**src/rtl/core/bdfs_pkg.sv**
```systemverilog
`default_nettype none
// ----------------------------------------------------------------------------
// bdfs_pkg
// Types, codes and sizes shared by the bitplane fetch sequencer modules.
// ----------------------------------------------------------------------------
package bdfs_pkg;

	localparam int PLANE_COUNT = 6;
	localparam int CYCLE_BITS  = 12;

	// planes that can ever be fetched in one unit (lores limit)
	localparam int FETCH_MAX   = (PLANE_COUNT < 6) ? PLANE_COUNT : 6;
	// hires fetches at most planes 1 to 4
	localparam int HIRES_FETCH = (FETCH_MAX < 4) ? FETCH_MAX : 4;
	localparam int CNT_W       = $clog2(FETCH_MAX + 1);
	localparam int FIDX_W      = (FETCH_MAX > 1) ? $clog2(FETCH_MAX) : 1;

	localparam int ADDR_W      = 21;
	localparam int PTR_W       = ADDR_W - 1;
	localparam int PLANE_W     = 3;
	localparam int MOD_W       = 16;
	localparam int CFG_IDX_W   = 3;
	localparam int CFG_DATA_W  = 16;

	localparam int LORES_OFFSET = 7;
	localparam int HIRES_OFFSET = 3;

	localparam int QUEUE_DEPTH = 2;
	localparam int QPTR_W      = (QUEUE_DEPTH > 1) ? $clog2(QUEUE_DEPTH) : 1;
	localparam int QCNT_W      = $clog2(QUEUE_DEPTH + 1);

	// input modes
	localparam logic [2:0] MODE_START = 3'd0;
	localparam logic [2:0] MODE_FETCH = 3'd1;
	localparam logic [2:0] MODE_EOF   = 3'd2;
	localparam logic [2:0] MODE_STOP  = 3'd3;
	localparam logic [2:0] MODE_WRPTR = 3'd4;

	// fetch states
	localparam logic [1:0] ST_IDLE  = 2'd0;
	localparam logic [1:0] ST_LORES = 2'd1;
	localparam logic [1:0] ST_HIRES = 2'd2;

	// result kinds
	localparam logic KIND_FETCH  = 1'b0;
	localparam logic KIND_STATUS = 1'b1;

	// configuration register indexes
	localparam logic [CFG_IDX_W-1:0] CFG_DMA_ENABLE = 3'd0;
	localparam logic [CFG_IDX_W-1:0] CFG_HIRES      = 3'd1;
	localparam logic [CFG_IDX_W-1:0] CFG_PLANES     = 3'd2;
	localparam logic [CFG_IDX_W-1:0] CFG_ODD_MOD    = 3'd3;
	localparam logic [CFG_IDX_W-1:0] CFG_EVEN_MOD   = 3'd4;

	typedef struct packed {
		logic [2:0]         mode;
		logic [11:0]        start_cycle;
		logic               ddf_active;
		logic [2:0]         plane_select;
		logic [ADDR_W-1:0]  pointer_value;
	} in_item_t;

	typedef struct packed {
		logic                  kind;
		logic [PLANE_W-1:0]    plane;
		logic [ADDR_W-1:0]     fetch_address;
		logic [1:0]            dma_state;
		logic [CYCLE_BITS-1:0] next_cycle;
		logic                  last;
	} out_item_t;

	// one classified item waiting for the back end
	typedef struct packed {
		logic [CNT_W-1:0]                 fetch_count;
		logic [FETCH_MAX-1:0][PTR_W-1:0]  ptrs;
		logic [1:0]                       dma_state;
		logic [CYCLE_BITS-1:0]            next_cycle;
	} cmd_t;

endpackage
`default_nettype wire

```
**src/rtl/core/bitplane_dma_fetch_sequencer.sv**
```systemverilog
`default_nettype none
// ----------------------------------------------------------------------------
// bitplane_dma_fetch_sequencer
// Bitplane fetch sequencer: plane pointers, fetch scheduling, word requests.
// ----------------------------------------------------------------------------
// Usage:
//   item channel   (item_valid/item_ready/item): start, fetch, end of frame,
//                  stop and pointer-write events.
//   result channel (result_valid/result_ready/result): for each item, one
//                  word fetch request per fetched plane, then a status item
//                  with last set. All results carry the state after the event.
//   cfg channel    (cfg_valid/cfg_ready/cfg_index/cfg_data): always ready;
//                  write only while no item is in flight.
//   An accepted item is queued first; its results then pass the output register.
//   Throughput: one result per cycle from the output register while the
//   receiver is ready; an item gives 1 to 7 results (planes fetched plus one).
//   A two-entry command queue lets the front take items while results wait.
//   A stalled receiver fills the queue, then item_ready drops.
//   Reset clears pointers, state and config at once; no clearing pass.
// ----------------------------------------------------------------------------
module bitplane_dma_fetch_sequencer import bdfs_pkg::*; (
	input  logic                   clk,
	input  logic                   arst_n,
	input  logic                   item_valid,
	output logic                   item_ready,
	input  in_item_t               item,
	output logic                   result_valid,
	input  logic                   result_ready,
	output out_item_t              result,
	input  logic                   cfg_valid,
	output logic                   cfg_ready,
	input  logic [CFG_IDX_W-1:0]   cfg_index,
	input  logic [CFG_DATA_W-1:0]  cfg_data
);

	logic push;
	cmd_t push_cmd;
	logic queue_full;
	logic pop;
	logic head_valid;
	cmd_t head;

	bdfs_front u_front (
		.clk        (clk),
		.arst_n     (arst_n),
		.item_valid (item_valid),
		.item_ready (item_ready),
		.item       (item),
		.cfg_valid  (cfg_valid),
		.cfg_ready  (cfg_ready),
		.cfg_index  (cfg_index),
		.cfg_data   (cfg_data),
		.queue_full (queue_full),
		.push       (push),
		.push_cmd   (push_cmd)
	);

	bdfs_queue u_queue (
		.clk        (clk),
		.arst_n     (arst_n),
		.push       (push),
		.push_cmd   (push_cmd),
		.full       (queue_full),
		.pop        (pop),
		.head_valid (head_valid),
		.head       (head)
	);

	bdfs_back u_back (
		.clk          (clk),
		.arst_n       (arst_n),
		.head_valid   (head_valid),
		.head         (head),
		.pop          (pop),
		.result_valid (result_valid),
		.result_ready (result_ready),
		.result       (result)
	);

endmodule
`default_nettype wire

```
**src/rtl/core/bdfs_front.sv**
```systemverilog
`default_nettype none
// ----------------------------------------------------------------------------
// bdfs_front
// Accepts items and config writes, updates the sequencer state and pointers,
// and pushes one command per item into the queue.
// ----------------------------------------------------------------------------
module bdfs_front import bdfs_pkg::*; (
	input  logic                   clk,
	input  logic                   arst_n,
	input  logic                   item_valid,
	output logic                   item_ready,
	input  in_item_t               item,
	input  logic                   cfg_valid,
	output logic                   cfg_ready,
	input  logic [CFG_IDX_W-1:0]   cfg_index,
	input  logic [CFG_DATA_W-1:0]  cfg_data,
	input  logic                   queue_full,
	output logic                   push,
	output cmd_t                   push_cmd
);

	logic                  dma_en_q;
	logic                  hires_q;
	logic [2:0]            planes_q;
	logic [MOD_W-1:0]      odd_mod_q;
	logic [MOD_W-1:0]      even_mod_q;

	logic [PLANE_COUNT-1:0][PTR_W-1:0] ptr_q;
	logic [PLANE_COUNT-1:0][PTR_W-1:0] ptr_d;
	logic [1:0]            state_q, state_d;
	logic [CYCLE_BITS-1:0] sched_q, sched_d;
	logic                  stop_q, stop_d;

	logic [CNT_W-1:0]      en_cnt;
	logic [CNT_W-1:0]      fetch_cnt;
	logic [CYCLE_BITS-1:0] sched_inc;
	logic [1:0]            sched_state;
	logic                  fetch_go;
	logic                  mod_go;
	logic                  wr_go;

	assign item_ready = !queue_full;
	assign push       = item_valid && item_ready;
	assign cfg_ready  = 1'b1;

	always_comb begin
		en_cnt = (32'(planes_q) > FETCH_MAX) ? CNT_W'(FETCH_MAX) : CNT_W'(planes_q);
		if (state_q == ST_HIRES && 32'(en_cnt) > HIRES_FETCH) begin
			fetch_cnt = CNT_W'(HIRES_FETCH);
		end else begin
			fetch_cnt = en_cnt;
		end
		sched_inc   = hires_q ? CYCLE_BITS'(HIRES_OFFSET) : CYCLE_BITS'(LORES_OFFSET);
		sched_state = hires_q ? ST_HIRES : ST_LORES;
	end

	// next state of the sequencer for the item on the input
	always_comb begin
		state_d  = state_q;
		sched_d  = sched_q;
		stop_d   = stop_q;
		fetch_go = 1'b0;
		mod_go   = 1'b0;
		wr_go    = 1'b0;
		case (item.mode)
			MODE_START: begin
				if (dma_en_q) begin
					state_d = sched_state;
					sched_d = CYCLE_BITS'(item.start_cycle) + sched_inc;
				end
			end
			MODE_FETCH: begin
				if (!dma_en_q) begin
					state_d = ST_IDLE;
					sched_d = '0;
				end else if (state_q != ST_IDLE) begin
					fetch_go = 1'b1;
					if (item.ddf_active || (stop_q && hires_q)) begin
						stop_d  = 1'b0;
						state_d = sched_state;
						sched_d = sched_q + CYCLE_BITS'(1) + sched_inc;
					end else begin
						state_d = ST_IDLE;
						sched_d = '0;
						mod_go  = 1'b1;
					end
				end
			end
			MODE_EOF: begin
				state_d = ST_IDLE;
				sched_d = '0;
			end
			MODE_STOP: begin
				stop_d = 1'b1;
			end
			MODE_WRPTR: begin
				wr_go = 1'b1;
			end
			default: begin
			end
		endcase
	end

	// pointer update: +1 word per fetched plane, then the halved modulo at line end; or a pointer write
	always_comb begin
		logic [MOD_W-1:0] mod_v;
		logic [PTR_W-1:0] step_v;
		for (int p = 0; p < PLANE_COUNT; p++) begin
			mod_v  = (p % 2 == 0) ? odd_mod_q : even_mod_q;
			step_v = '0;
			if (fetch_go && p < 32'(fetch_cnt)) begin
				step_v = step_v + PTR_W'(1);
			end
			if (mod_go && p < 32'(en_cnt)) begin
				step_v = step_v + {{(PTR_W-MOD_W+1){mod_v[MOD_W-1]}}, mod_v[MOD_W-1:1]};
			end
			if (wr_go && 32'(item.plane_select) == p + 1) begin
				ptr_d[p] = item.pointer_value[ADDR_W-1:1];
			end else begin
				ptr_d[p] = ptr_q[p] + step_v;
			end
		end
	end

	always_comb begin
		push_cmd.fetch_count = fetch_go ? fetch_cnt : '0;
		for (int f = 0; f < FETCH_MAX; f++) begin
			push_cmd.ptrs[f] = ptr_q[f];
		end
		push_cmd.dma_state  = state_d;
		push_cmd.next_cycle = sched_d;
	end

	always_ff @(posedge clk or negedge arst_n) begin
		if (!arst_n) begin
			ptr_q   <= '0;
			state_q <= ST_IDLE;
			sched_q <= '0;
			stop_q  <= 1'b0;
		end else if (push) begin
			ptr_q   <= ptr_d;
			state_q <= state_d;
			sched_q <= sched_d;
			stop_q  <= stop_d;
		end
	end

	always_ff @(posedge clk or negedge arst_n) begin
		if (!arst_n) begin
			dma_en_q   <= 1'b0;
			hires_q    <= 1'b0;
			planes_q   <= '0;
			odd_mod_q  <= '0;
			even_mod_q <= '0;
		end else if (cfg_valid && cfg_ready) begin
			case (cfg_index)
				CFG_DMA_ENABLE: dma_en_q   <= cfg_data[0];
				CFG_HIRES:      hires_q    <= cfg_data[0];
				CFG_PLANES:     planes_q   <= cfg_data[2:0];
				CFG_ODD_MOD:    odd_mod_q  <= cfg_data[MOD_W-1:0];
				CFG_EVEN_MOD:   even_mod_q <= cfg_data[MOD_W-1:0];
				default: begin
				end
			endcase
		end
	end

endmodule
`default_nettype wire

```
**src/rtl/core/bdfs_queue.sv**
```systemverilog
`default_nettype none
// ----------------------------------------------------------------------------
// bdfs_queue
// Small FIFO of classified commands between the front and back ends.
// ----------------------------------------------------------------------------
module bdfs_queue import bdfs_pkg::*; (
	input  logic clk,
	input  logic arst_n,
	input  logic push,
	input  cmd_t push_cmd,
	output logic full,
	input  logic pop,
	output logic head_valid,
	output cmd_t head
);

	cmd_t              mem_q [QUEUE_DEPTH];
	logic [QPTR_W-1:0] wr_ptr_q;
	logic [QPTR_W-1:0] rd_ptr_q;
	logic [QCNT_W-1:0] count_q;
	logic              do_pop;

	assign full       = (count_q == QCNT_W'(QUEUE_DEPTH));
	assign head_valid = (count_q != '0);
	assign head       = mem_q[rd_ptr_q];
	assign do_pop     = pop && head_valid;

	always_ff @(posedge clk) begin
		if (push) begin
			mem_q[wr_ptr_q] <= push_cmd;
		end
	end

	always_ff @(posedge clk or negedge arst_n) begin
		if (!arst_n) begin
			wr_ptr_q <= '0;
			rd_ptr_q <= '0;
			count_q  <= '0;
		end else begin
			if (push) begin
				wr_ptr_q <= (wr_ptr_q == QPTR_W'(QUEUE_DEPTH - 1)) ? '0 : wr_ptr_q + QPTR_W'(1);
			end
			if (do_pop) begin
				rd_ptr_q <= (rd_ptr_q == QPTR_W'(QUEUE_DEPTH - 1)) ? '0 : rd_ptr_q + QPTR_W'(1);
			end
			if (push && !do_pop) begin
				count_q <= count_q + QCNT_W'(1);
			end else if (do_pop && !push) begin
				count_q <= count_q - QCNT_W'(1);
			end
		end
	end

endmodule
`default_nettype wire

```
**src/rtl/core/bdfs_back.sv**
```systemverilog
`default_nettype none
// ----------------------------------------------------------------------------
// bdfs_back
// Walks the head command: one fetch request per plane, then the status,
// into a registered output stage.
// ----------------------------------------------------------------------------
module bdfs_back import bdfs_pkg::*; (
	input  logic      clk,
	input  logic      arst_n,
	input  logic      head_valid,
	input  cmd_t      head,
	output logic      pop,
	output logic      result_valid,
	input  logic      result_ready,
	output out_item_t result
);

	logic [CNT_W-1:0] idx_q;
	logic             valid_q;
	out_item_t        result_q;
	out_item_t        next_res;
	logic             load;
	logic             is_fetch;

	assign load     = head_valid && (!valid_q || result_ready);
	assign is_fetch = (idx_q < head.fetch_count);
	assign pop      = load && !is_fetch;

	always_comb begin
		next_res.dma_state  = head.dma_state;
		next_res.next_cycle = head.next_cycle;
		if (is_fetch) begin
			next_res.kind          = KIND_FETCH;
			next_res.plane         = PLANE_W'(idx_q) + PLANE_W'(1);
			next_res.fetch_address = {head.ptrs[idx_q[FIDX_W-1:0]], 1'b0};
			next_res.last          = 1'b0;
		end else begin
			next_res.kind          = KIND_STATUS;
			next_res.plane         = '0;
			next_res.fetch_address = '0;
			next_res.last          = 1'b1;
		end
	end

	always_ff @(posedge clk or negedge arst_n) begin
		if (!arst_n) begin
			idx_q   <= '0;
			valid_q <= 1'b0;
		end else begin
			if (load) begin
				idx_q   <= is_fetch ? idx_q + CNT_W'(1) : '0;
				valid_q <= 1'b1;
			end else if (result_ready) begin
				valid_q <= 1'b0;
			end
		end
	end

	always_ff @(posedge clk) begin
		if (load) begin
			result_q <= next_res;
		end
	end

	assign result_valid = valid_q;
	assign result       = result_q;

endmodule
`default_nettype wire

```
**config.mk**
```make
export PLATFORM = sky130hd
export DESIGN_NAME = bitplane_dma_fetch_sequencer
export DESIGN_NICKNAME = d
export VERILOG_FILES = /design/src/rtl/core/bdfs_pkg.sv /design/src/rtl/core/bitplane_dma_fetch_sequencer.sv /design/src/rtl/core/bdfs_front.sv /design/src/rtl/core/bdfs_queue.sv /design/src/rtl/core/bdfs_back.sv
export SDC_FILE = /design/constraint.sdc
export NUM_CORES = 1
export LEC_CHECK = 0
export BUFFER_PORTS_ARGS = -buffer_cell sky130_fd_sc_hd__buf_2
export CAP_MARGIN = 10
export CORE_MARGIN = 2
export CORE_UTILIZATION = 60
export DETAILED_ROUTE_END_ITERATION = 6
export GPL_TIMING_DRIVEN = 0
export PLACE_DENSITY_LB_ADDON = 0.12
export SYNTH_ARGS = -nofsm -noshare
export SYNTH_HDL_FRONTEND = slang
export SYNTH_HIERARCHICAL = 1
export SYNTH_SLANG_ARGS = --single-unit
```
**constraint.sdc**
```tcl
create_clock -name clk -period 15.14 [get_ports clk]
set_input_delay 3.785 -clock clk [delete_from_list [all_inputs] [get_ports clk]]
set_output_delay 3.785 -clock clk [all_outputs]
set_load 0.005 [all_outputs]
```
* Yosys cells after proc, flatten, opt, wreduce, memory -nomap -nowiden
Memories as Yosys holds them, arrays and structs flattened.
Cells that the tools add are included.
Widths: inputs -> output; s select.
** Storage, ports and cells
- Word-level logic and storage cells :: 186
- Register bits :: 220
- Output and inout port bits :: 43
- Memories kept :: 1
- Bits in writable memories :: 274
- Input bits :: 64
** Memory list
- u_queue.mem_q :: words 2, bits a word 137, rd ports 1, clocked after memory_dff 0, wr ports 1, line bdfs_queue.sv:17 : cmd_t mem_q [QUEUE_DEPTH];
** Cells by class
- Reductions and logical operators :: 46
- Eq/ne operators :: 19
- $lt $le $gt $ge :: 16
- Muxes and demuxes :: 58
- Add/subtract/negate cells :: 20
** Operator list (number)
- $mux 20 :: 13
- $add 20x20->20 :: 6
- $add 2x15->16 :: 6
- $bmux 20 s3 :: 1
- $mux 12 :: 4
- $pmux 12 s3 :: 1
- $logic_and 1x1->1 :: 26
- $mux 25 :: 1
- $add 12x12->12 :: 2
- $mux 1 :: 24
- $eq 3x2->1 const B :: 6
- $eq 3x3->1 const B :: 5
- $mux 3 :: 5
- $mux 2 :: 7
- $add 12x1->12 const B :: 1
- $lt 1x3->1 const A :: 4
- $lt 2x3->1 const A :: 4
- $lt 3x3->1 const A :: 4
- $reduce_and 2->1 :: 5
- $reduce_bool 2->1 :: 5
- $eq 3x1->1 const B :: 3
- $gt 3x3->1 const B :: 2
- $logic_not 3->1 :: 2
- $ne 2x1->1 const B :: 3
- other kinds (12) :: 19

* Longest topological paths before layout
- Word-level depth :: 12
- Gate-level depth with buffers :: 21
- Gate-level depth less buffers :: 20

* Modules after synthesis
Netlist, hierarchy kept.
** Modules (own cells, without submodules)
- bdfs_front :: area an instance 15411.0 µm², times used 1, cells an instance 1999, sequential area each 4254.1 µm²
- bdfs_queue :: area an instance 10122.2 µm², times used 1, cells an instance 442, sequential area each 8328.0 µm²
- bdfs_back :: area an instance 2623.8 µm², times used 1, cells an instance 212, sequential area each 1241.2 µm²

* Worst setup path before layout
No wires, ideal clock.
- Path kind :: input-to-reg
- From :: input item_valid
- To :: memory u_queue/mem_q[0][0] (netlist name) (enable)
- Path slack :: 3615 ps
- Library setup time :: 651 ps
- Buffers on the path :: 3
- Required time :: 14489 ps
- Arrival :: 10874 ps
- Stages :: 6
- Cell sequence :: nand2_1 -> buf_2 -> clkinv_1 -> clkbuf_1 -> buf_1 -> nor2b_1
** On the way
- Longest elaborated chain between the ends :: 3
** Ends and longest elaborated chain
- from (decl) :: line bitplane_dma_fetch_sequencer.sv:24 : input logic item_valid,
- $logic_and 1x1->1 :: line bdfs_front.sv:43 : assign push = item_valid && item_ready;
- named net push :: line bitplane_dma_fetch_sequencer.sv:36 : logic push;
- $mux 1 :: line bdfs_queue.sv:29 : if (push) begin
- $mux 1 (implied by the code) :: line bdfs_queue.sv:30 : mem_q[wr_ptr_q] <= push_cmd;
- to (decl) :: line bdfs_queue.sv:17
The timed path passes the listed nets, and every way through them passes these cells.

* Worst setup path in the final report
- From :: input item[37] (netlist name)
- To :: register u_front.ptr_q, in the netlist u_front/push_cmd[33]
** On the way
- Longest elaborated chain between the ends :: 8
- Elaborated cells on any way between the ends :: 13
- Those cells by class :: 2 x add/sub; 2 x eq/ne; 6 x mux; 3 x reduce/logical
** Ends and longest elaborated chain
- from (decl) :: line bitplane_dma_fetch_sequencer.sv:26 : input in_item_t item,
- $eq 3x1->1 :: line bdfs_front.sv:65 : case (item.mode)
- $mux 1 :: line bdfs_front.sv:65
- $logic_and 1x1->1 :: line bdfs_front.sv:111 : if (fetch_go && p < 32'(fetch_cnt)) begin
- $mux 1 :: line bdfs_front.sv:111
- $add 2x15->16 :: line bdfs_front.sv:115 : step_v = step_v + {{(PTR_W-MOD_W+1){mod_v[MOD_W-1]}}, mod_v[MOD_W-1:1]};
- $mux 20 :: line bdfs_front.sv:114 : if (mod_go && p < 32'(en_cnt)) begin
- $add 20x20->20 :: line bdfs_front.sv:120 : ptr_d[p] = ptr_q[p] + step_v;
- $mux 20 * :: line bdfs_front.sv:117 : if (wr_go && 32'(item.plane_select) == p + 1) begin
- to (signal assigned) :: line bdfs_front.sv:141 : ptr_q <= ptr_d;
- to (decl) :: line bdfs_front.sv:28 : logic [PLANE_COUNT-1:0][PTR_W-1:0] ptr_q;
Mark *: on every way between the ends. The rest lies on a longest branch, timed or not.
A chain may end at the register's enable or synchronous reset.

==> flow_summary.yaml <==
timing:
  hold_ws_ns: 0.492
  min_period_over_period_pct: 55.6
  slew_violations: 0
  post-route-min-period_ns: 8.42
  finalSetupTns_ns: 0
  tightest_slew_ns: 1.26
  hold_violations: 0
  skew_ns: 0.0152
  rsz0062_at_grt: "no"
  max_freq_mhz: 119
  setup_violations: 0
  slew_headroom_pct: 15.5
grt:
  grt_max_degree: 105
  grt_pass1_vias: 20900
  antenna_found_initial: 12
  grt_usage_pct: 39.2
  grt_pass1_wl_mm: 137
  grt-ovfl-total: 0
placement:
  dp_hpwl_mm: 70.4
  routabilityCongestion: 0.993
  portBuffers: 102
  dp.cells: 3372
route:
  dr.first_iter.drc_count: 3019
  ant_nets: 0
  wl_per_cell_um: 27.4
  drt-total-wl_mm: 95.0
  dr.pass1.iters: 7
  via_per_inst: 6.56
  dr_total_vias: 22800
  drc: 0
setup_path:
  worstReg2RegEnd: "u_front/push_cmd[73]"
  crit_fanout: 10
  worstPathRequired_ns: 15.58
  critPathLaunchType: "primary input"
  r2r_start: "u_front/planes_q[2]"
  crit_arrival_ns: 8.86
  r2r_slack_ns: 9.49
  critical_path_class: "in2reg"
  cp-end-kind: "flop"
  r2r_cells: 19
synth:
  ys_types: 87
  syn_area_sq_mm: 0.0282
  yosys_warnings: 6
  netlist.area_leader.share_pct: 33.3
  syn_inst: 2653
  synth_fp_nets: 2857
  synth-seq-area-share_pct: 49.1
  avgSynthCellArea_sq_um: 10.6
  async_flop_share_pct: 36.3
  synthTopCellsByArea: "edfxtp_1 33%, dfrtp_1 16%, mux2_2 8.0%"
  synth_top_cell_by_area: "edfxtp_1"
  synth_edf_count: 312
  ys.flop_type: "edfxtp_1"
  synth-seq-cells: 490
clock_network:
  postCtsResizedCells: 0
  clk_pin_slew_ns: 0.06
  cts_buffers: 51
  cts_hold_buf: 0
  tritoncts: "yes"
  cts_max_path_buffers: 3
  cts_setup_buffers: 0
  clock_sinks: 490
  clock-root-buffer: "clkbuf_16"
  h-tree-depth: 2
  clk_latency_ns: 0.60
layout:
  ff_latch_area_sq_mm: 0.0138
  final_nets: 3023
  utilization_pct: 67.5
  multi_input_area_sq_mm: 0.0135
  layout.cells.non_filler: 3473
  drive_gt1_share_pct: 16.9
  nFillCells: 3596
  area_delta_synth_final_pct: 11.3
power:
  leakage_nw: 12.5
  finalPower_mw: 5.74
  peakVddDrop_uv: 194
  powerDensity_mw_per_mm2: 183
worst_hold_path:
  hp-start: "u_queue/count_q[1]"
  min_to: "u_queue/count_q[1]"
  hp-class: "reg2reg"
  hold_depth: 1
floorplanning:
  die-width_um: 221
  die_y_um: 221
  die_area_sq_mm: 0.0487
  pin_count: 107
  start_util_pct: 60.6
  rows: 79
  core_area_sq_mm: 0.0465
run_status:
  outcome: "completed"
job:
  max_cap_viol_count: 0
==> layout make-up <==
class                   count  share of cell area [%]
clock buffers              67                    4.59
repair buffers            113                    2.35
plain buffers             137                    2.23
flip-flops and latches    490                    44.1
well taps                 607                    2.42
clock inverters            29                   0.762
multi-input cells        1979                    43.0
inverters                  47                   0.563
diodes                      4                  0.0319
==> registers in the layout, summed over array words and instances (netlist names) <==
name                 flops
u_back/result_valid      1
u_back/result           38
u_queue/count_q          2
u_front/state_q          2
u_front/planes_q         3
u_queue/mem_q          274
u_front/hires_q          1
u_queue/rd_ptr_q         1
u_front/dma_en_q         1
u_front/push_cmd       120
u_front/sched_q         12
u_front/even_mod_q      15
u_back/idx_q             3
u_queue/wr_ptr_q         1
u_front/odd_mod_q       15
u_front/stop_q           1
==> cell usage after synthesis, types with 5 or more instances <==
cell,n
a2111oi_0,5
a211o_1,9
a211oi_1,21
a21o_1,43
a21oi_1,213
a221oi_1,21
a31oi_1,31
and2_1,14
and3_1,19
and4_1,7
buf_2,15
buf_4,6
buf_6,19
clkbuf_1,92
dfrtp_1,178
edfxtp_1,312
fa_1,6
ha_1,134
inv_1,46
mux2_2,199
mux2_4,15
mux2i_1,28
nand2_1,270
nand2b_1,16
nand3_1,62
nand4_1,11
nor2_1,249
nor2b_1,28
nor3_1,58
nor3b_1,9
nor4_1,7
nor4b_1,5
o211ai_1,6
o21a_1,29
o21ai_0,172
o21bai_1,11
o221ai_1,6
o22ai_1,6
o31a_1,6
o31ai_1,9
or2_2,13
or3_1,33
xnor2_1,67
xor2_1,78
==> kinds of logic after synthesis <==
| family | Yosys count | synth area share [%] |
|---|---|---|
| simple gates | 822 | 13.4 |
| compound gates | 625 | 13.6 |
| flops | 490 | 49.1 |
| mux | 244 | 9.83 |
| buf+inv | 184 | 3.11 |
| xor+xnor | 146 | 4.57 |
| fa+ha+maj | 140 | 6.38 |
| other cells | 2 | 0.0267 |
==> how the worst max path moves through the flow <==
stage / from / endpoint / slack (ns) / depth (start not counted)
2_1_floorplan: item_valid / u_queue/mem_q[0][0] / 3.61 / 6
3_3_place_gp: item_valid / u_queue/mem_q[0][15] / -1.67 / 7
3_5_place_dp: item[37] / u_front/push_cmd[33] / 6.27 / 20
4_1_cts: item[37] / u_front/push_cmd[33] / 6.87 / 20
5_1_grt: item[37] / u_front/push_cmd[33] / 6.42 / 20
6_report: item[37] / u_front/push_cmd[33] / 6.72 / 20
==> metal layers <==
layer / routed length (um) / share of wire, % / GRT usage [%]
met3: 10800 / 11 / 9.02
met2: 41300 / 43 / 58.4
met4: 4640 / 4.9 / 17.9
met5: 79 / 0.083 / 0
met1: 38200 / 40 / 54.7
==> worst max-delay path, stage by stage <==
cell and delay, ns:
buf_2 0.11, clkbuf_1 0.31, nand3_1 0.28, nor3b_1 0.40, or2_2 0.20, ha_1 0.35, ha_1 0.42, nand2_1 0.21
or3_1 0.38, a21oi_1 0.22, ha_1 0.32, a21o_1 0.22, a21o_1 0.18, a21o_1 0.20, a2111oi_0 0.40, o211ai_1 0.17
a31oi_1 0.23, xor2_1 0.20, a21oi_1 0.09, a2bb2oi_1 0.18
==> stage by stage <==
stage	cell area [sq um]	setup slack, ns
2_1_floorplan	28200	3.61
3_3_place_gp	29400	-1.67
3_5_place_dp	29700	6.27
4_1_cts	31300	6.87
5_1_grt	31300	6.42
6_report	31400	6.72
==> cells in the final DEF (no fill, tap or decap), drive strengths merged, types with 7 or more instances in the layout <==
cell type and instances:
a211o 9, a211oi 24, a21o 43, a21oi 215, a221oi 22, a31oi 31, and2 17, and3 19
and4 7, buf 156, clkbuf 161, clkinv 22, dfrtp 178, edfxtp 312, ha 134, inv 49
mux2 216, mux2i 28, nand2 270, nand2b 16, nand3 62, nand4 11, nor2 249, nor2b 28
nor3 58, nor3b 9, nor4 8, o21a 29, o21ai 175, o21bai 11, o31ai 10, or2 15
or3 33, xnor2 68, xor2 78
==> where the power goes <==
part	internal, mW	switching (mW)
logic	0.839	1.31
clock network	0.710	0.542
registers	2.00	0.342
total	3.54	2.19
(Power assumes the default switching activity.)
